**src/hw/rtl/decimal_text_to_octal_digits_unit_macros.svh**
```systemverilog
// Assertion macros shared by the decimal text to octal digits RTL.
`ifndef DECIMAL_TEXT_TO_OCTAL_DIGITS_UNIT_MACROS_SVH
`define DECIMAL_TEXT_TO_OCTAL_DIGITS_UNIT_MACROS_SVH

// Clocked property check on i_clk, disabled while i_rst_n is low.
`define DTOO_ASSERT(lbl, prop, msg) \
    lbl: assert property (@(posedge i_clk) disable iff (!i_rst_n) (prop)) \
        else $error(msg);

// Condition that must never be seen at a clock edge.
`define DTOO_NEVER(lbl, cond, msg) `DTOO_ASSERT(lbl, !(cond), msg)

`endif

```
**src/hw/rtl/dtoo_pkg.sv**
```systemverilog
// Package with types and constants of the decimal text to octal digits unit.
`timescale 1ns / 1ps

package dtoo_pkg;

    // Character codes.
    localparam logic [7:0] CHAR_NL    = 8'd10;
    localparam logic [7:0] CHAR_MINUS = 8'h2D;
    localparam logic [7:0] CHAR_ZERO  = 8'h30;
    localparam logic [7:0] CHAR_NINE  = 8'h39;

    // Status codes of a result.
    localparam logic [2:0] ST_OK        = 3'd0;
    localparam logic [2:0] ST_NO_NUMBER = 3'd1;
    localparam logic [2:0] ST_LEAD_ZERO = 3'd2;
    localparam logic [2:0] ST_TOO_LARGE = 3'd3;
    localparam logic [2:0] ST_BAD_MINUS = 3'd4;
    localparam logic [2:0] ST_BAD_CHAR  = 3'd5;

    // Magnitude is limited to 2^31 - 1, so it fits 31 bits exactly.
    localparam int MAG_W      = 31;
    localparam int CNT_W      = 4;
    localparam int OCT_GROUPS = (MAG_W + 2) / 3;
    localparam int OCT_W      = 3 * OCT_GROUPS;
    localparam int IDX_W      = $clog2(OCT_GROUPS);

    // Line queue between front and back.
    localparam int Q_DEPTH = 2;
    localparam int Q_PTR_W = $clog2(Q_DEPTH);
    localparam int Q_CNT_W = $clog2(Q_DEPTH + 1);

    // One finished line as handed from front to back.
    typedef struct packed {
        logic [2:0]       status;
        logic             negative;
        logic [MAG_W-1:0] magnitude;
    } t_line_rec;

    // Queue status seen by both sides.
    typedef struct packed {
        logic full;
        logic empty;
    } t_q_stat;

    // One result item.
    typedef struct packed {
        logic [2:0] status;
        logic       is_minus;
        logic [2:0] octal_digit;
        logic       last;
    } t_result;

endpackage

```
**src/hw/rtl/dtoo_if.sv**
```systemverilog
// Request channel interfaces for characters in and results out.
`timescale 1ns / 1ps

interface dtoo_ch_if;
    logic       valid;
    logic       ready;
    logic [7:0] ch;

    modport source (output valid, output ch, input ready);
    modport sink (input valid, input ch, output ready);
endinterface

interface dtoo_res_if;
    logic       valid;
    logic       ready;
    logic [2:0] status;
    logic       is_minus;
    logic [2:0] octal_digit;
    logic       last;

    modport source (output valid, output status, output is_minus, output octal_digit,
                    output last, input ready);
    modport sink (input valid, input status, input is_minus, input octal_digit,
                  input last, output ready);
endinterface

```
**src/hw/rtl/dtoo_fifo.sv**
```systemverilog
// Short queue of finished lines between the front and the back.
`timescale 1ns / 1ps
`include "decimal_text_to_octal_digits_unit_macros.svh"

module dtoo_fifo (
    input  logic                i_clk,
    input  logic                i_rst_n,
    input  logic                i_push,
    input  dtoo_pkg::t_line_rec i_rec,
    input  logic                i_pop,
    output dtoo_pkg::t_line_rec o_rec,
    output dtoo_pkg::t_q_stat   o_stat
);

    dtoo_pkg::t_line_rec                 r_mem [dtoo_pkg::Q_DEPTH];
    logic [dtoo_pkg::Q_PTR_W-1:0]        r_wr_ptr;
    logic [dtoo_pkg::Q_PTR_W-1:0]        r_rd_ptr;
    logic [dtoo_pkg::Q_CNT_W-1:0]        r_count;
    logic [dtoo_pkg::Q_PTR_W-1:0]        n_wr_ptr;
    logic [dtoo_pkg::Q_PTR_W-1:0]        n_rd_ptr;

    // Pointers wrap at the queue depth.
    always_comb begin
        n_wr_ptr = (r_wr_ptr == dtoo_pkg::Q_PTR_W'(dtoo_pkg::Q_DEPTH - 1))
                   ? '0 : r_wr_ptr + 1'b1;
        n_rd_ptr = (r_rd_ptr == dtoo_pkg::Q_PTR_W'(dtoo_pkg::Q_DEPTH - 1))
                   ? '0 : r_rd_ptr + 1'b1;
    end

    // Pointer and fill count bookkeeping.
    always_ff @(posedge i_clk) begin
        if (!i_rst_n) begin
            r_wr_ptr <= '0;
            r_rd_ptr <= '0;
            r_count  <= '0;
        end else begin
            if (i_push) begin
                r_wr_ptr <= n_wr_ptr;
            end
            if (i_pop) begin
                r_rd_ptr <= n_rd_ptr;
            end
            case ({i_push, i_pop})
                2'b10:   r_count <= r_count + 1'b1;
                2'b01:   r_count <= r_count - 1'b1;
                default: r_count <= r_count;
            endcase
        end
    end

    // Line storage needs no reset.
    always_ff @(posedge i_clk) begin
        if (i_push) begin
            r_mem[r_wr_ptr] <= i_rec;
        end
    end

    assign o_rec        = r_mem[r_rd_ptr];
    assign o_stat.full  = (r_count == dtoo_pkg::Q_CNT_W'(dtoo_pkg::Q_DEPTH));
    assign o_stat.empty = (r_count == '0);

    `DTOO_NEVER(a_fifo_count_range, r_count > dtoo_pkg::Q_CNT_W'(dtoo_pkg::Q_DEPTH), "queue count beyond depth")
    `DTOO_NEVER(a_fifo_push_full, i_push && o_stat.full, "line pushed into a full queue")
    `DTOO_NEVER(a_fifo_pop_empty, i_pop && o_stat.empty, "line popped from an empty queue")

endmodule

```
**src/hw/rtl/dtoo_front.sv**
```systemverilog
// Front end: takes characters, builds the number and closes each line.
`timescale 1ns / 1ps

module dtoo_front (
    input  logic                i_clk,
    input  logic                i_rst_n,
    dtoo_ch_if.sink             i_ch_req,
    input  dtoo_pkg::t_q_stat   i_q_stat,
    output logic                o_push,
    output dtoo_pkg::t_line_rec o_rec
);

    logic [dtoo_pkg::MAG_W-1:0] r_mag;
    logic [dtoo_pkg::CNT_W-1:0] r_cnt;
    logic                       r_neg;
    logic                       r_first_zero;
    logic [2:0]                 r_err;

    logic [dtoo_pkg::MAG_W-1:0] n_mag;
    logic [dtoo_pkg::CNT_W-1:0] n_cnt;
    logic                       n_neg;
    logic                       n_first_zero;
    logic [2:0]                 n_err;

    logic                       w_take;
    logic                       w_is_nl;
    logic                       w_is_minus;
    logic                       w_is_digit;
    logic [3:0]                 w_digit;
    logic [dtoo_pkg::MAG_W+3:0] w_sum;
    logic                       w_overflow;
    logic [2:0]                 w_status;

    // Only a newline needs queue space, but ready stays independent of the data.
    assign i_ch_req.ready = !i_q_stat.full;

    // Character classification and the times-ten accumulate.
    always_comb begin
        w_take     = i_ch_req.valid && i_ch_req.ready;
        w_is_nl    = (i_ch_req.ch == dtoo_pkg::CHAR_NL);
        w_is_minus = (i_ch_req.ch == dtoo_pkg::CHAR_MINUS);
        w_is_digit = (i_ch_req.ch >= dtoo_pkg::CHAR_ZERO) &&
                     (i_ch_req.ch <= dtoo_pkg::CHAR_NINE);
        w_digit    = 4'(i_ch_req.ch - dtoo_pkg::CHAR_ZERO);
        w_sum      = ({4'b0, r_mag} << 3) + ({4'b0, r_mag} << 1)
                     + (dtoo_pkg::MAG_W + 4)'(w_digit);
        w_overflow = |w_sum[dtoo_pkg::MAG_W+3:dtoo_pkg::MAG_W];
    end

    // Line status in priority order: recorded error, leading zero, no digits.
    always_comb begin
        if (r_err != dtoo_pkg::ST_OK) begin
            w_status = r_err;
        end else if (r_cnt > dtoo_pkg::CNT_W'(1) && r_first_zero) begin
            w_status = dtoo_pkg::ST_LEAD_ZERO;
        end else if (r_cnt == '0) begin
            w_status = dtoo_pkg::ST_NO_NUMBER;
        end else begin
            w_status = dtoo_pkg::ST_OK;
        end
    end

    // A newline hands the finished line to the queue.
    always_comb begin
        o_push          = w_take && w_is_nl;
        o_rec.status    = w_status;
        o_rec.negative  = r_neg;
        o_rec.magnitude = r_mag;
    end

    // Line state update.
    always_comb begin
        n_mag        = r_mag;
        n_cnt        = r_cnt;
        n_neg        = r_neg;
        n_first_zero = r_first_zero;
        n_err        = r_err;
        if (w_take) begin
            if (w_is_nl) begin
                n_mag        = '0;
                n_cnt        = '0;
                n_neg        = 1'b0;
                n_first_zero = 1'b0;
                n_err        = dtoo_pkg::ST_OK;
            end else if (r_err == dtoo_pkg::ST_OK) begin
                if (w_is_minus) begin
                    if (!r_neg && r_cnt == '0) begin
                        n_neg = 1'b1;
                    end else begin
                        n_err = dtoo_pkg::ST_BAD_MINUS;
                    end
                end else if (w_is_digit) begin
                    if (r_cnt == '0 && w_digit == 4'd0) begin
                        n_first_zero = 1'b1;
                    end
                    if (w_overflow) begin
                        n_err = dtoo_pkg::ST_TOO_LARGE;
                    end else begin
                        n_mag = w_sum[dtoo_pkg::MAG_W-1:0];
                        if (r_cnt != '1) begin
                            n_cnt = r_cnt + 1'b1;
                        end
                    end
                end else begin
                    n_err = dtoo_pkg::ST_BAD_CHAR;
                end
            end
        end
    end

    always_ff @(posedge i_clk) begin
        if (!i_rst_n) begin
            r_mag        <= '0;
            r_cnt        <= '0;
            r_neg        <= 1'b0;
            r_first_zero <= 1'b0;
            r_err        <= dtoo_pkg::ST_OK;
        end else begin
            r_mag        <= n_mag;
            r_cnt        <= n_cnt;
            r_neg        <= n_neg;
            r_first_zero <= n_first_zero;
            r_err        <= n_err;
        end
    end

endmodule

```
**src/hw/rtl/dtoo_back.sv**
```systemverilog
// Back end: turns each queued line into status or octal digit results.
`timescale 1ns / 1ps
`include "decimal_text_to_octal_digits_unit_macros.svh"

module dtoo_back (
    input  logic                i_clk,
    input  logic                i_rst_n,
    input  dtoo_pkg::t_q_stat   i_q_stat,
    input  dtoo_pkg::t_line_rec i_rec,
    output logic                o_pop,
    dtoo_res_if.source          o_res
);

    typedef enum logic {
        BACK_IDLE,
        BACK_DIGITS
    } t_back_state;

    t_back_state                r_state;
    logic [dtoo_pkg::MAG_W-1:0] r_mag;
    logic [dtoo_pkg::IDX_W-1:0] r_idx;
    logic                       r_res_valid;
    dtoo_pkg::t_result          r_res;

    t_back_state                n_state;
    logic [dtoo_pkg::MAG_W-1:0] n_mag;
    logic [dtoo_pkg::IDX_W-1:0] n_idx;
    logic                       n_res_valid;
    dtoo_pkg::t_result          n_res;

    logic                       w_free;
    logic [dtoo_pkg::OCT_W-1:0] w_head_pad;
    logic [dtoo_pkg::OCT_W-1:0] w_cur_pad;
    logic [dtoo_pkg::IDX_W-1:0] w_top_idx;
    logic [2:0]                 w_digit;

    // Top nonzero octal group of the queued line and the current digit.
    always_comb begin
        w_head_pad = {{(dtoo_pkg::OCT_W - dtoo_pkg::MAG_W){1'b0}}, i_rec.magnitude};
        w_cur_pad  = {{(dtoo_pkg::OCT_W - dtoo_pkg::MAG_W){1'b0}}, r_mag};
        w_top_idx  = '0;
        w_digit    = '0;
        for (int g = 0; g < dtoo_pkg::OCT_GROUPS; g++) begin
            if (w_head_pad[3*g +: 3] != 3'd0) begin
                w_top_idx = dtoo_pkg::IDX_W'(g);
            end
            if (r_idx == dtoo_pkg::IDX_W'(g)) begin
                w_digit = w_cur_pad[3*g +: 3];
            end
        end
    end

    // Result sequencing; the output register frees when the receiver takes it.
    always_comb begin
        w_free      = !r_res_valid || o_res.ready;
        n_state     = r_state;
        n_mag       = r_mag;
        n_idx       = r_idx;
        n_res_valid = r_res_valid && !o_res.ready;
        n_res       = r_res;
        o_pop       = 1'b0;
        case (r_state)
            BACK_IDLE: begin
                if (!i_q_stat.empty && w_free) begin
                    o_pop = 1'b1;
                    if (i_rec.status != dtoo_pkg::ST_OK) begin
                        n_res       = '{status: i_rec.status, is_minus: 1'b0,
                                        octal_digit: 3'd0, last: 1'b1};
                        n_res_valid = 1'b1;
                    end else if (i_rec.magnitude == '0) begin
                        // A lone zero gives the digit zero and never a sign.
                        n_res       = '{status: dtoo_pkg::ST_OK, is_minus: 1'b0,
                                        octal_digit: 3'd0, last: 1'b1};
                        n_res_valid = 1'b1;
                    end else begin
                        n_state = BACK_DIGITS;
                        n_mag   = i_rec.magnitude;
                        n_idx   = w_top_idx;
                        if (i_rec.negative) begin
                            n_res       = '{status: dtoo_pkg::ST_OK, is_minus: 1'b1,
                                            octal_digit: 3'd0, last: 1'b0};
                            n_res_valid = 1'b1;
                        end
                    end
                end
            end
            BACK_DIGITS: begin
                if (w_free) begin
                    n_res       = '{status: dtoo_pkg::ST_OK, is_minus: 1'b0,
                                    octal_digit: w_digit, last: (r_idx == '0)};
                    n_res_valid = 1'b1;
                    if (r_idx == '0) begin
                        n_state = BACK_IDLE;
                    end else begin
                        n_idx = r_idx - 1'b1;
                    end
                end
            end
            default: begin
                n_state = BACK_IDLE;
            end
        endcase
    end

    // State and registered result.
    always_ff @(posedge i_clk) begin
        if (!i_rst_n) begin
            r_state     <= BACK_IDLE;
            r_res_valid <= 1'b0;
        end else begin
            r_state     <= n_state;
            r_res_valid <= n_res_valid;
        end
        r_mag <= n_mag;
        r_idx <= n_idx;
        r_res <= n_res;
    end

    assign o_res.valid       = r_res_valid;
    assign o_res.status      = r_res.status;
    assign o_res.is_minus    = r_res.is_minus;
    assign o_res.octal_digit = r_res.octal_digit;
    assign o_res.last        = r_res.last;

    `DTOO_ASSERT(a_back_minus_form, r_res_valid && r_res.is_minus |-> r_res.status == dtoo_pkg::ST_OK && !r_res.last, "minus result malformed")
    `DTOO_ASSERT(a_back_status_last, r_res_valid && r_res.status != dtoo_pkg::ST_OK |-> r_res.last, "status result not last")
    `DTOO_ASSERT(a_back_pop_yields, o_pop |=> r_res_valid || r_state == BACK_DIGITS, "popped line produced nothing")

endmodule

```
**src/hw/rtl/decimal_text_to_octal_digits_unit.sv**
```systemverilog
// Top level of the decimal text to octal digits unit.
`timescale 1ns / 1ps
// Usage:
// i_ch_req carries one ASCII character per request. Characters build an
// optionally signed decimal number; a newline closes the line.
// o_res carries results: for each line either one status result, or an
// optional minus result followed by the octal digits, most significant
// first. The final result of each line has last set.
// Throughput: one character per cycle while the line queue is not full.
// The back end pops a new line only after the current one's last result.
// A queue of two closed lines sits between the character front end and
// the result back end, so input keeps flowing while digits are emitted;
// ready drops only while that queue holds two lines.
// The first result of a line is registered once its newline has passed
// the line queue; an unsigned nonzero value first loads the digit state.
// Reset (i_rst_n low at a clock edge) clears the line state, empties
// the queue and drops the output valid; no clearing pass follows.
// When the receiver stalls, the held result stays stable in the output
// register and the back end waits; the front end keeps taking characters
// until the queue fills.

module decimal_text_to_octal_digits_unit (
    input  logic       i_clk,
    input  logic       i_rst_n,
    dtoo_ch_if.sink    i_ch_req,
    dtoo_res_if.source o_res
);

    logic                w_push;
    logic                w_pop;
    dtoo_pkg::t_line_rec w_push_rec;
    dtoo_pkg::t_line_rec w_head_rec;
    dtoo_pkg::t_q_stat   w_q_stat;

    // Character front end.
    dtoo_front u_front (
        .i_clk    (i_clk),
        .i_rst_n  (i_rst_n),
        .i_ch_req (i_ch_req),
        .i_q_stat (w_q_stat),
        .o_push   (w_push),
        .o_rec    (w_push_rec)
    );

    // Line queue.
    dtoo_fifo u_fifo (
        .i_clk   (i_clk),
        .i_rst_n (i_rst_n),
        .i_push  (w_push),
        .i_rec   (w_push_rec),
        .i_pop   (w_pop),
        .o_rec   (w_head_rec),
        .o_stat  (w_q_stat)
    );

    // Result back end.
    dtoo_back u_back (
        .i_clk    (i_clk),
        .i_rst_n  (i_rst_n),
        .i_q_stat (w_q_stat),
        .i_rec    (w_head_rec),
        .o_pop    (w_pop),
        .o_res    (o_res)
    );

endmodule

```
**src/flat_wrapper.sv**
```systemverilog
// flat-port wrapper written by rule: the top's interface ports become plain ports
module decimal_text_to_octal_digits_unit_flat 
  (i_clk, i_rst_n, i_ch_req_valid, i_ch_req_ch, i_ch_req_ready, o_res_valid, o_res_status, o_res_is_minus, o_res_octal_digit, o_res_last, o_res_ready);
  dtoo_ch_if i_ch_req_i ();
  dtoo_res_if o_res_i ();
  input  logic i_clk;
  input  logic i_rst_n;
  input wire logic [$bits(i_ch_req_i.valid)-1:0] i_ch_req_valid;
  input wire logic [$bits(i_ch_req_i.ch)-1:0] i_ch_req_ch;
  output wire logic [$bits(i_ch_req_i.ready)-1:0] i_ch_req_ready;
  output wire logic [$bits(o_res_i.valid)-1:0] o_res_valid;
  output wire logic [$bits(o_res_i.status)-1:0] o_res_status;
  output wire logic [$bits(o_res_i.is_minus)-1:0] o_res_is_minus;
  output wire logic [$bits(o_res_i.octal_digit)-1:0] o_res_octal_digit;
  output wire logic [$bits(o_res_i.last)-1:0] o_res_last;
  input wire logic [$bits(o_res_i.ready)-1:0] o_res_ready;
  assign i_ch_req_i.valid = i_ch_req_valid;
  assign i_ch_req_i.ch = i_ch_req_ch;
  assign i_ch_req_ready = i_ch_req_i.ready;
  assign o_res_valid = o_res_i.valid;
  assign o_res_status = o_res_i.status;
  assign o_res_is_minus = o_res_i.is_minus;
  assign o_res_octal_digit = o_res_i.octal_digit;
  assign o_res_last = o_res_i.last;
  assign o_res_i.ready = o_res_ready;
  decimal_text_to_octal_digits_unit u_core (.i_clk(i_clk), .i_rst_n(i_rst_n), .i_ch_req(i_ch_req_i), .o_res(o_res_i));
endmodule
```
**config.mk**
```make
export PLATFORM = sky130hd
export DESIGN_NAME = decimal_text_to_octal_digits_unit_flat
export DESIGN_NICKNAME = d
export VERILOG_FILES = /design/src/hw/rtl/dtoo_pkg.sv /design/src/hw/rtl/dtoo_if.sv /design/src/hw/rtl/dtoo_fifo.sv /design/src/hw/rtl/dtoo_front.sv /design/src/hw/rtl/dtoo_back.sv /design/src/hw/rtl/decimal_text_to_octal_digits_unit.sv /design/src/flat_wrapper.sv
export VERILOG_INCLUDE_DIRS = /design/src /design/src/hw/rtl
export SDC_FILE = /design/constraint.sdc
export NUM_CORES = 1
export LEC_CHECK = 0
export BUFFER_PORTS_ARGS = -buffer_cell sky130_fd_sc_hd__buf_2
export CAP_MARGIN = 10
export CORE_ASPECT_RATIO = 1.5
export CORE_MARGIN = 4
export CORE_UTILIZATION = 60
export CTS_BUF_LIST = sky130_fd_sc_hd__clkbuf_2
export DETAILED_ROUTE_END_ITERATION = 6
export PLACE_DENSITY = 0.85
export SKIP_LAST_GASP = 1
export SYNTH_ARGS = -nofsm -noshare
export SYNTH_HDL_FRONTEND = slang
export SYNTH_SLANG_ARGS = --single-unit
export TNS_END_PERCENT = 50
```
**constraint.sdc**
```tcl
create_clock -name i_clk -period 4.99 [get_ports i_clk]
set_input_delay 0 -clock i_clk [delete_from_list [all_inputs] [get_ports i_clk]]
set_output_delay 0 -clock i_clk [all_outputs]
set_load 0.02 [all_outputs]
```
# Word-level counts from Yosys, hierarchy flattened
# Memories as Yosys holds them, arrays and structs flattened. A register that Yosys moved wholly into a read port is not among the register bits.
# Index checks and enable logic that the tools add are counted.
# totals
reg_bits	89
ram_bits	70
input_bits	12
out_inout_bits	10
elab_cells	188
mem_count	1
# mem_list
memory	words	width	rd	rd_clocked_by_memory_dff	wr	line_no	text
u_core.u_fifo.r_mem	2	35	1	1	1	dtoo_fifo.sv:15	dtoo_pkg::t_line_rec r_mem [dtoo_pkg::Q_DEPTH];
# op_classes
add_sub_neg	9
order_cmp	3
eq_ne	26
n_mux	83
bitwise_logic	3
reduce_logical	47
# ops
operator	n
31-bit two-way mux	5
4-bit two-way mux	20
3-bit two-way mux	18
8-bit two-way mux	5
34-bit by 32-bit adder with 35-bit output	1
35-bit by 4-bit adder with 35-bit output	1
3-bit nonzero test	11
31-bit zero test	1
1-bit two-way mux	29
4-bit by 3-bit equality test with 1-bit output (second input constant)	4
8-bit one-hot mux with 2 select lines	1
5-bit AND reduction	3
2-bit nonzero test	7
4-bit equality test (second input constant)	3
4-bit zero test	3
2-bit inequality test (second input constant)	6
4-bit AND reduction	3
4-bit by 2-bit equality test with 1-bit output (second input constant)	2
8-bit by 4-bit equality test with 1-bit output (second input constant)	1
8-bit by 6-bit equality test with 1-bit output (second input constant)	1
8-bit by 6-bit >= comparator with 1-bit output (second input constant)	1
8-bit by 6-bit less-or-equal comparator with 1-bit output (second input constant)	1
1-bit logical AND	8
4-bit inequality test (second input constant)	2
24 further kinds	34

# Logic depth before layout (Yosys ltp)
# Gate-level depths: netlist of run 1.
# logic_depth
word_depth	15
ltp_mapped	15
ltp_nobuf	13

# Modules after synthesis
# Synthesis of run 1 repeated with hierarchy kept, for this count alone.
# hier_totals
cells_unflattened	807
hier_area_um2	8993.6
# modules_own_cells
module	n_inst	cells_each	area_per_inst_um2	seq_area_each_um2
dtoo_front	1	497	4088.9	800.8
dtoo_fifo	1	131	2732.6	2202.1
dtoo_back	1	179	2172.1	1331.3

# Worst setup path before layout of run 1
# Ideal clock, no wire load.
# synth_timing
kind	register to register
startpoint	register u_core.u_front.r_mag[0] in the netlist's numbering
endpoint	register u_core.u_front.r_mag[27] in the netlist's numbering
t_arrival_ns	3.309
t_required_ns	4.874
slack_ns	1.565
path_stages_with_launch	14
period_less_slack_ns	3.425
cell_sequence	dfxtp_1 > inv_1 > fa_1 > fa_1 > nand2b_1 > a21oi_1 > o21ai_1 > and3_4 > o31ai_4 > xor2_1 > a2111o_1 > buf_6 > or2_4 > a31o_1
# synth_between
elab_chain_cells	7
# synth_lines
item	line_no	text
start: declaration	dtoo_front.sv:13	logic [dtoo_pkg::MAG_W-1:0] r_mag;
start signal: assignment	dtoo_front.sv:119	r_mag <= n_mag;
34-bit by 32-bit adder with 35-bit output *	dtoo_front.sv:45	w_sum = ({4'b0, r_mag} << 3) + ({4'b0, r_mag} << 1)
35-bit by 4-bit adder with 35-bit output *	dtoo_front.sv:46	+ (dtoo_pkg::MAG_W + 4)'(w_digit);
31-bit two-way mux	dtoo_front.sv:96	if (w_overflow) begin
31-bit two-way mux	dtoo_front.sv:92	end else if (w_is_digit) begin
31-bit two-way mux	dtoo_front.sv:86	if (w_is_minus) begin
31-bit two-way mux	dtoo_front.sv:85	end else if (r_err == dtoo_pkg::ST_OK) begin
31-bit two-way mux	dtoo_front.sv:79	if (w_is_nl) begin
# Mark *: on every way between the ends. The rest lies on a longest branch, timed or not. The select of a mux whose other input is x is not followed.
# A chain may end at the register's enable or synchronous reset.

# Worst setup path after layout of run 1
# layout_timing
startpoint	register u_core.u_front.r_mag[0] in the netlist's numbering
endpoint	register u_core.u_front.r_mag[19] in the netlist's numbering
# Same word-level chain as after synthesis.

==> results by group, run 1 <==
STA
  – Final period util: 84.18%
  – Clock skew: 0.04519 ns
  – RSZ-0062 raised after global routing: false
  – Final hold vios: 0
  – Number of setup violations in the final report: 0
  – FMAX: 238.1 MHz
  – Worst-margin pin slew: 0.8636 ns
  – Setup TNS: 0 ns
  – Relative slew slack: 42.43%
  – Period minus WS final: 4.201 ns
  – Fin. max-slew vios: 0

Route
  – Remaining DRCs: 0
  – Number of DRC markers in iteration 0: 530
  – Avg Vias per Cell: 6.368
  – Wl on met1: 7543 um
  – Met3 WL: 909 um
  – Met2 WL: 10,460 um
  – Pre-antenna DRT Iters: 5
  – ANT nets after route: 0
  – Vias post-DR: 6,769
  – DR top layer: met4
  – Routed len/inst: 18.53 um
  – Final wirelength: 19,690 um

Synth
  – Top cell type's share of synthesized area: 37.27%
  – Synth cell types: 76
  – Mapped cell area: 9104 um2
  – Number of flops mapped to enable cells by yosys: 113
  – Seq/Total Area, Yosys: 47.61%
  – Mapped Nets: 922
  – Most frequent cell after synthesis: edfxtp_1
  – Synth area leaders: edfxtp_1 37%, dfxtp_1 10%, ha_1 9.5%
  – Ys Warns: 0
  – Synth area leader: edfxtp_1
  – Seq cells post-synth: 160
  – Post-Syn Area per Cell: 10.85 um2
  – Synth Flop Type: edfxtp_1
  – Top post-synthesis cells by count: 113 x edfxtp_1, 69 x ha_1, 51 x a21oi_1, 50 x nor2_1, 47 x dfxtp_1
  – Cell count after synthesis: 839
  – Post-synth ARST share: 0%

Worst setup path
  – Worst Path Arrival: 4.82 ns
  – R2R depth: 12
  – Data required, critical path: 5.60 ns
  – Worst r2r src: u_core.u_front.r_mag[0]$_SDFFE_PN0P_
  – Max FO, Critical Path: 30
  – Startpoint types: flip-flop
  – Critical setup path kind: flip-flop to flip-flop
  – Reg-to-reg slack, setup: 0.79 ns
  – Critical Path End Type: flip-flop
  – R2R Path End: u_core.u_front.r_mag[19]$_SDFFE_PN0P_

Power
  – P_leak: 3.579 nW
  – Peak supply drop: 154.4 uV
  – Clock group share of total power: 26.9%
  – Total power: 0.002587 W
  – Psw: 0.0007981 W
  – Combinational group share of total power: 14.3%
  – Switching Share: 30.85%
  – P_int: 0.001789 W
  – Sequential power share: 58.8%
  – PD cells: 266.6 nW/um2

Cells and area
  – Fin nets: 936
  – Fill cells: 1,122
  – Share of cells above drive strength 1: 14.78%
  – Area delta synth->final: 6.625%

Floorplanning
  – Die height: 158.9 um
  – I/O Pins: 22
  – Core Rows: 54
  – Die width: 108.6 um
  – Core ar.: 14,730 um2
  – Initial Util: 61.81%
  – Die ar.: 17,250 um2

GRT
  – First-pass GRT wire length: 32,510 um
  – Global Route Usage Sum: 23.73%
  – GRT overflow: 0
  – Largest net degree at the start of global routing: 48
  – Vias in the first global route: 6,747
  – Initial antenna violation count: 1

Clocking
  – Clock transition at path regs: 0.24 ns
  – TritonCTS clock tree: built
  – Root Driver: clkbuf_2
  – CTS resizes: 0
  – CTS buffer count: 17
  – CTS H-tree lvls: 4
  – Clock Tree Buf Depth: 2
  – Skew-Pair Late Insertion Delay: 0.73 ns
  – Sink Count: 160

Hold path
  – Hold path endpoint: u_core.u_front.r_mag[0]$_SDFFE_PN0P_
  – Hold_sp: i_ch_req_ch[0]
  – Hold depth: 3
  – Hold WC Path Type: input port to flip-flop

Placement
  – Port Buffers: 21
  – Routability cong.: 0.9316
  – Final HPWL from detailed placement: 14,230 um

Run
  – Max Cap Violations: 0

Status
  – Outcome: complete, no violations
registers in the layout (all words and copies together) (netlist names), named ones only:
| name | count |
|---|---|
| u_core.u_back.r_idx | 4 |
| u_core.u_front.r_first_zero | 1 |
| u_core.u_back.r_mag | 31 |
| u_core.u_front.r_neg | 1 |
| u_core.u_fifo.r_rd_ptr | 1 |
| u_core.u_fifo.r_wr_ptr | 1 |
| u_core.u_back.o_res.is_minus | 1 |
| u_core.u_front.r_cnt | 4 |
| u_core.u_back.r_state | 1 |
| u_core.u_fifo.r_count | 2 |
| u_core.u_back.o_res.valid | 1 |
| u_core.u_back.o_res.octal_digit | 3 |
| u_core.u_back.o_res.last | 1 |
| u_core.u_front.r_mag | 31 |
| u_core.u_fifo.r_mem | 70 |
| u_core.u_front.r_err | 3 |
| u_core.u_back.o_res.status | 3 |
per-stage QoR:
stage	hold slack [ns]	worst slack, ns	cells	area, um2	utilization [%]
after floorplan	0.1542	1.565	839	9104	-
final	0.1120	0.7892	1063	9707	65.90
after CTS	0.01011	0.7969	1062	9704	65.89
after detailed placement	0.3039	0.8470	1015	9310	63.21
after global routing	0.06714	0.5951	1063	9707	65.90
after global placement	0.2962	0.9820	1015	9310	63.21
per-layer routing:
metal,GRT usage (%),vias up
met2,42.18,222
met4,11.43,0
met1,27.19,3230
met5,0,-
li1,-,3252
met3,3.818,65
critical path, cell delays in order (launching register included):
cell	delay (ns)
dfxtp_1	0.48
inv_1	0.10
fa_1	0.51
fa_1	0.46
nand2b_1	0.19
a21oi_1	0.31
o21ai_1	0.18
and3_4	0.22
o31ai_4	0.23
xor2_1	0.12
a2111o_1	0.72
buf_12	0.30
o311ai_1	0.29
cell type report:
| type | instances | area (um2) | share of cell area [%] |
|---|---|---|---|
| Antenna cell | 1 | 2.502 | 0.02578 |
| Clock buffer | 17 | 85.08 | 0.8765 |
| Clock inverter | 15 | 158.9 | 1.637 |
| Inverter | 25 | 93.84 | 0.9667 |
| Multi-Input combinational cell | 603 | 4443 | 45.77 |
| Sequential cell | 160 | 4335 | 44.66 |
| Tap cell | 196 | 245.2 | 2.526 |
| Timing Repair Buffer | 46 | 342.8 | 3.532 |
repair_timing:
item / 4_1_cts / 5_1_grt
hold buffers: 15 / 0
endpoints found under the hold margin: 46 / 0
buffers inserted: 0 / 0
cell families after synthesis:
| group | Yosys count | share of synthesized area [%] |
|---|---|---|
| compound gates | 202 | 16.22 |
| xor+xnor | 32 | 3.079 |
| fa+ha+maj | 71 | 9.923 |
| buf+inv | 76 | 3.642 |
| flops | 160 | 47.61 |
| mux | 42 | 5.030 |
| simple gates | 256 | 14.50 |
cells in the final DEF, fill, tap and decap left out, types with 10 or more instances in the layout:
master / n
dlygate4sd3_1: 15
nor2_1: 48
mux2_2: 30
nand2_1: 44
nor3_1: 24
dfxtp_1: 46
nand4_1: 38
o211ai_1: 19
xor2_1: 15
o21ai_0: 29
xnor2_1: 17
ha_1: 69
mux2i_1: 12
a21o_1: 10
a21oi_1: 51
edfxtp_1: 113
inv_1: 25
nand3_1: 40
clkbuf_2: 17
o311ai_1: 10
buf_2: 21
power by group through the flow:
stage                     logic, W  registers, W  clock network, W
after floorplan           0.000302       0.00154                 0
after global placement    0.000350       0.00155                 0
after detailed placement  0.000357       0.00155                 0
after CTS                 0.000368       0.00152          0.000709
after global routing      0.000401       0.00153          0.000765
final                     0.000370       0.00152          0.000696
worst max-delay path by stage:
stage                                               from                               endpoint  slack, ns  cells past startpoint
finish              u_core.u_front.r_mag[0]$_SDFFE_PN0P_  u_core.u_front.r_mag[19]$_SDFFE_PN0P_       0.79                     12
global route        u_core.u_front.r_mag[2]$_SDFFE_PN0P_  u_core.u_front.r_mag[17]$_SDFFE_PN0P_       0.60                     13
CTS                 u_core.u_front.r_mag[0]$_SDFFE_PN0P_  u_core.u_front.r_mag[19]$_SDFFE_PN0P_       0.80                     12
detailed placement  u_core.u_front.r_mag[0]$_SDFFE_PN0P_   u_core.u_front.r_cnt[0]$_SDFFE_PN0P_       0.85                     12
global placement    u_core.u_front.r_mag[0]$_SDFFE_PN0P_  u_core.u_front.r_mag[30]$_SDFFE_PN0P_       0.98                     12
floorplan           u_core.u_front.r_mag[0]$_SDFFE_PN0P_  u_core.u_front.r_mag[27]$_SDFFE_PN0P_       1.56                     13
(Power assumes the default switching activity.)
==> inputs of run 2 (changes only) <==
--- a/config.mk
+++ b/config.mk
@@ -10,10 +10,10 @@
 export CAP_MARGIN = 10
 export CORE_ASPECT_RATIO = 1.5
 export CORE_MARGIN = 4
-export CORE_UTILIZATION = 60
+export CORE_UTILIZATION = 59
 export CTS_BUF_LIST = sky130_fd_sc_hd__clkbuf_2
 export DETAILED_ROUTE_END_ITERATION = 6
-export PLACE_DENSITY = 0.85
+export PLACE_DENSITY = 0.87
 export SKIP_LAST_GASP = 1
 export SYNTH_ARGS = -nofsm -noshare
 export SYNTH_HDL_FRONTEND = slang
==> constraint.sdc (replaced) <==
create_clock -name i_clk -period 3.8 [get_ports i_clk]
set_input_delay 0 -clock i_clk [delete_from_list [all_inputs] [get_ports i_clk]]
set_output_delay 0 -clock i_clk [all_outputs]
set_load 0.02 [all_outputs]
==> run 2 against run 1 <==
Against the previous run: sequential share of layout area fell by 0.88 points; clock-buffer cell count unchanged; critical path type unchanged; power increased by 32%.
==> results by group, run 2 (synthesis gave the netlist of run 1 again) <==
Status
  – Outcome: complete, no violations (unchanged)

Worst setup path
  – R2R depth: 13 (was 12)
  – Critical Path End Type: flip-flop (unchanged)
  – Data required, critical path: 4.44 ns (was 5.60 ns)
  – Startpoint types: flip-flop (unchanged)
  – Worst Path Arrival: 4.28 ns (was 4.82 ns)
  – Crit path cell chain: inv_1 -> fa_1 -> fa_1 -> nand2b_4 -> a21oi_4 -> o21ai_1 -> and3_4 -> o31ai_4 -> xor2_2 -> a2111o_1 -> buf_12 -> or2_4 -> o32ai_2 (was inv_1 -> fa_1 -> fa_1 -> nand2b_1 -> a21oi_1 -> o21ai_1 -> and3_4 -> o31ai_4 -> xor2_1 -> a2111o_1 -> buf_12 -> o311ai_1)
  – Worst r2r src: u_core.u_front.r_mag[2]$_SDFFE_PN0P_ (was u_core.u_front.r_mag[0]$_SDFFE_PN0P_)
  – Critical setup path kind: flip-flop to flip-flop (unchanged)
  – Setup crit start: u_core.u_front.r_mag[2]$_SDFFE_PN0P_ (was u_core.u_front.r_mag[0]$_SDFFE_PN0P_)
  – Max incr delay on CP: 0.50 ns (was 0.72 ns)
  – Slowest CP cell: fa_1 (was a2111o_1)
  – Crit path top cell by count: fa_1 (unchanged)
  – Crit path to: u_core.u_front.r_mag[30]$_SDFFE_PN0P_ (was u_core.u_front.r_mag[19]$_SDFFE_PN0P_)
  – R2R Path End: u_core.u_front.r_mag[30]$_SDFFE_PN0P_ (was u_core.u_front.r_mag[19]$_SDFFE_PN0P_)
  – Reg-to-reg slack, setup: 0.16 ns (was 0.79 ns)
  – Max FO, Critical Path: 14 (was 30)

STA
  – Relative slew slack: 50.49% (was 42.43%)
  – Setup TNS: 0 ns (unchanged)
  – Hold Slack: 0.1090 ns (was 0.1120 ns)
  – Number of setup violations in the final report: 0 (unchanged)
  – Clock skew: 0.04562 ns (was 0.04519 ns)
  – Final period util: 95.69% (was 84.18%)
  – FMAX: 275.0 MHz (was 238.1 MHz)
  – Fin. max-slew vios: 0 (unchanged)
  – Period minus WS final: 3.636 ns (was 4.201 ns)
  – Final hold vios: 0 (unchanged)
  – Worst-margin pin slew: 0.7409 ns (was 0.8636 ns)

Floorplanning
  – I/O Pins: 22 (unchanged)
  – Die width: 109.4 um (was 108.6 um)
  – Initial Util: 60.13% (was 61.81%)
  – Die height: 160.1 um (was 158.9 um)
  – Die ar.: 17,520 um2 (was 17,250 um2)
  – Core ar.: 15,140 um2 (was 14,730 um2)
  – Core Rows: 55 (was 54)

Route
  – Number of DRC markers in iteration 0: 560 (was 530)
  – Avg Vias per Cell: 6.400 (was 6.368)
  – Final wirelength: 20,590 um (was 19,690 um)
  – Remaining DRCs: 0 (unchanged)
  – Routed len/inst: 19.05 um (was 18.53 um)
  – Vias post-DR: 6,918 (was 6,769)
  – Pre-antenna DRT Iters: 5 (unchanged)
  – ANT nets after route: 0 (unchanged)

Run
  – Max Cap Violations: 0 (unchanged)

Cells and area
  – Most frequent cells in the layout: 113 x edfxtp_1, 69 x ha_1, 50 x a21oi_1, 48 x nor2_1, 44 x nand2_1 (was 113 x edfxtp_1, 69 x ha_1, 51 x a21oi_1, 48 x nor2_1, 46 x dfxtp_1)
  – Share of cells above drive strength 1: 17.37% (was 14.78%)
  – Regs by FF count: u_core.u_fifo.r_mem (70), u_core.u_back.r_mag (31), u_core.u_front.r_mag (31) (unchanged)
  – Fin util: 65.48% (was 65.90%)
  – Largest register FFs: 70 (unchanged)
  – Area delta synth->final: 8.892% (was 6.625%)
  – Reg with most FFs: u_core.u_fifo.r_mem (unchanged)
  – Commonest non-fill, non-tap cell in the layout: edfxtp_1 (unchanged)
  – Fin nets: 951 (was 936)

Clocking
  – Skew-Pair Late Insertion Delay: 0.73 ns (about the same)
  – Root Driver: clkbuf_2 (unchanged)
  – CTS H-tree lvls: 4 (unchanged)
  – CTS buffer count: 17 (unchanged)
  – Clock transition at path regs: 0.27 ns (was 0.24 ns)
  – TritonCTS clock tree: built (unchanged)
  – Sink Count: 160 (unchanged)
  – Clock Tree Buf Depth: 2 (unchanged)

Power
  – Total power: 0.003414 W (was 0.002587 W)
  – PD cells: 344.3 nW/um2 (was 266.6 nW/um2)
  – Peak supply drop: 244.3 uV (was 154.4 uV)
  – P_leak: 3.676 nW (was 3.579 nW)

GRT
  – First-pass GRT wire length: 33,670 um (was 32,510 um)
  – Initial antenna violation count: 1 (unchanged)
  – Largest net degree at the start of global routing: 47 (was 48)
  – GRT overflow: 0 (unchanged)
  – Global Route Usage Sum: 24.40% (was 23.73%)
  – Vias in the first global route: 6,869 (was 6,747)

Hold path
  – Hold WC Path Type: input port to flip-flop (unchanged)

Placement
  – Port Buffers: 21 (unchanged)
  – Final HPWL from detailed placement: 14,520 um (was 14,230 um)
  – Routability cong.: 0.9081 (was 0.9316)
==> run 2: changes by cell type in the layout (fill, tap and decap cells not counted), moves of 2 or more <==
cell | previous run | this run
buf_4 | 9 | 22
dfxtp_1 | 46 | 42
dfxtp_2 | 1 | 5
clkinvlp_4 | 0 | 2
inv_8 | 4 | 2
==> run 2: what timing repair did <==
item                       CTS  global route
resized for setup            2             9
pin swaps                    2             5
gates cloned                 1             1
setup endpoints to repair    6            12
setup buffers                0             2
hold endpoints to repair    53             0
hold buffers                15             0
==> run 2: layout make-up <==
class / instances / area, um2
clock inverters: 15 / 163.9
diodes: 1 / 2.502
multi-input cells: 603 / 4481
repair buffers: 61 / 498.0
flip-flops and latches: 160 / 4340
fillers: 1164 / 5226
inverters: 25 / 93.84
well taps: 199 / 249.0
clock buffers: 17 / 85.08
==> run 2: per-layer routing <==
| layer | track usage, % | up-vias | wire (um) |
|---|---|---|---|
| met1 | 27.44 | 3355 | 7706 |
| met2 | 44.58 | 224 | 11180 |
| li1 | - | 3267 | - |
| met4 | 10.95 | 0 | 861 |
| met3 | 3.356 | 72 | 849 |
| met5 | 0 | - | 0 |
==> run 2: critical path: cells and delay by family (launching register included) <==
| kind | cells | cell delay [ns] |
|---|---|---|
| and+or+nand+nor | 3 | 0.63 |
| adders and majority gates | 2 | 0.96 |
| DFF | 1 | 0.39 |
| xor gates and xnor gates | 1 | 0.12 |
| AOI/OAI and AO/OA | 5 | 1.21 |
| buffers and inverters | 2 | 0.24 |
==> run 2: how the worst min path moves through the flow <==
stage	from	to	cells after the start
2_1_floorplan	i_ch_req_ch[0]	u_core.u_front.r_mag[0]$_SDFFE_PN0P_	1
3_3_place_gp	i_ch_req_ch[0]	u_core.u_front.r_mag[0]$_SDFFE_PN0P_	2
3_5_place_dp	i_ch_req_ch[0]	u_core.u_front.r_mag[0]$_SDFFE_PN0P_	2
4_1_cts	i_ch_req_ch[6]	u_core.u_front.r_cnt[2]$_SDFFE_PN0P_	9
5_1_grt	i_ch_req_ch[6]	u_core.u_front.r_cnt[2]$_SDFFE_PN0P_	9
6_report	i_ch_req_ch[6]	u_core.u_front.r_cnt[2]$_SDFFE_PN0P_	9
==> run 2: metrics by stage <==
step / setup WS, ns / cells / cell area, um2
after floorplan: 0.3750 / 839 / 9104
after global placement: 0.02543 / 1029 / 9397
after detailed placement: -0.05537 / 1029 / 9397
after CTS: 0.05872 / 1077 / 9833
after global routing: -0.02026 / 1081 / 9913
final: 0.1638 / 1081 / 9913
==> run 2: power by group <==
group          switching (W)  internal [W]  total, W  leakage [nW]
combinational       0.000302      0.000215  0.000517          2.13
sequential         0.0000604       0.00192   0.00198          1.40
clock               0.000695      0.000217  0.000912         0.142
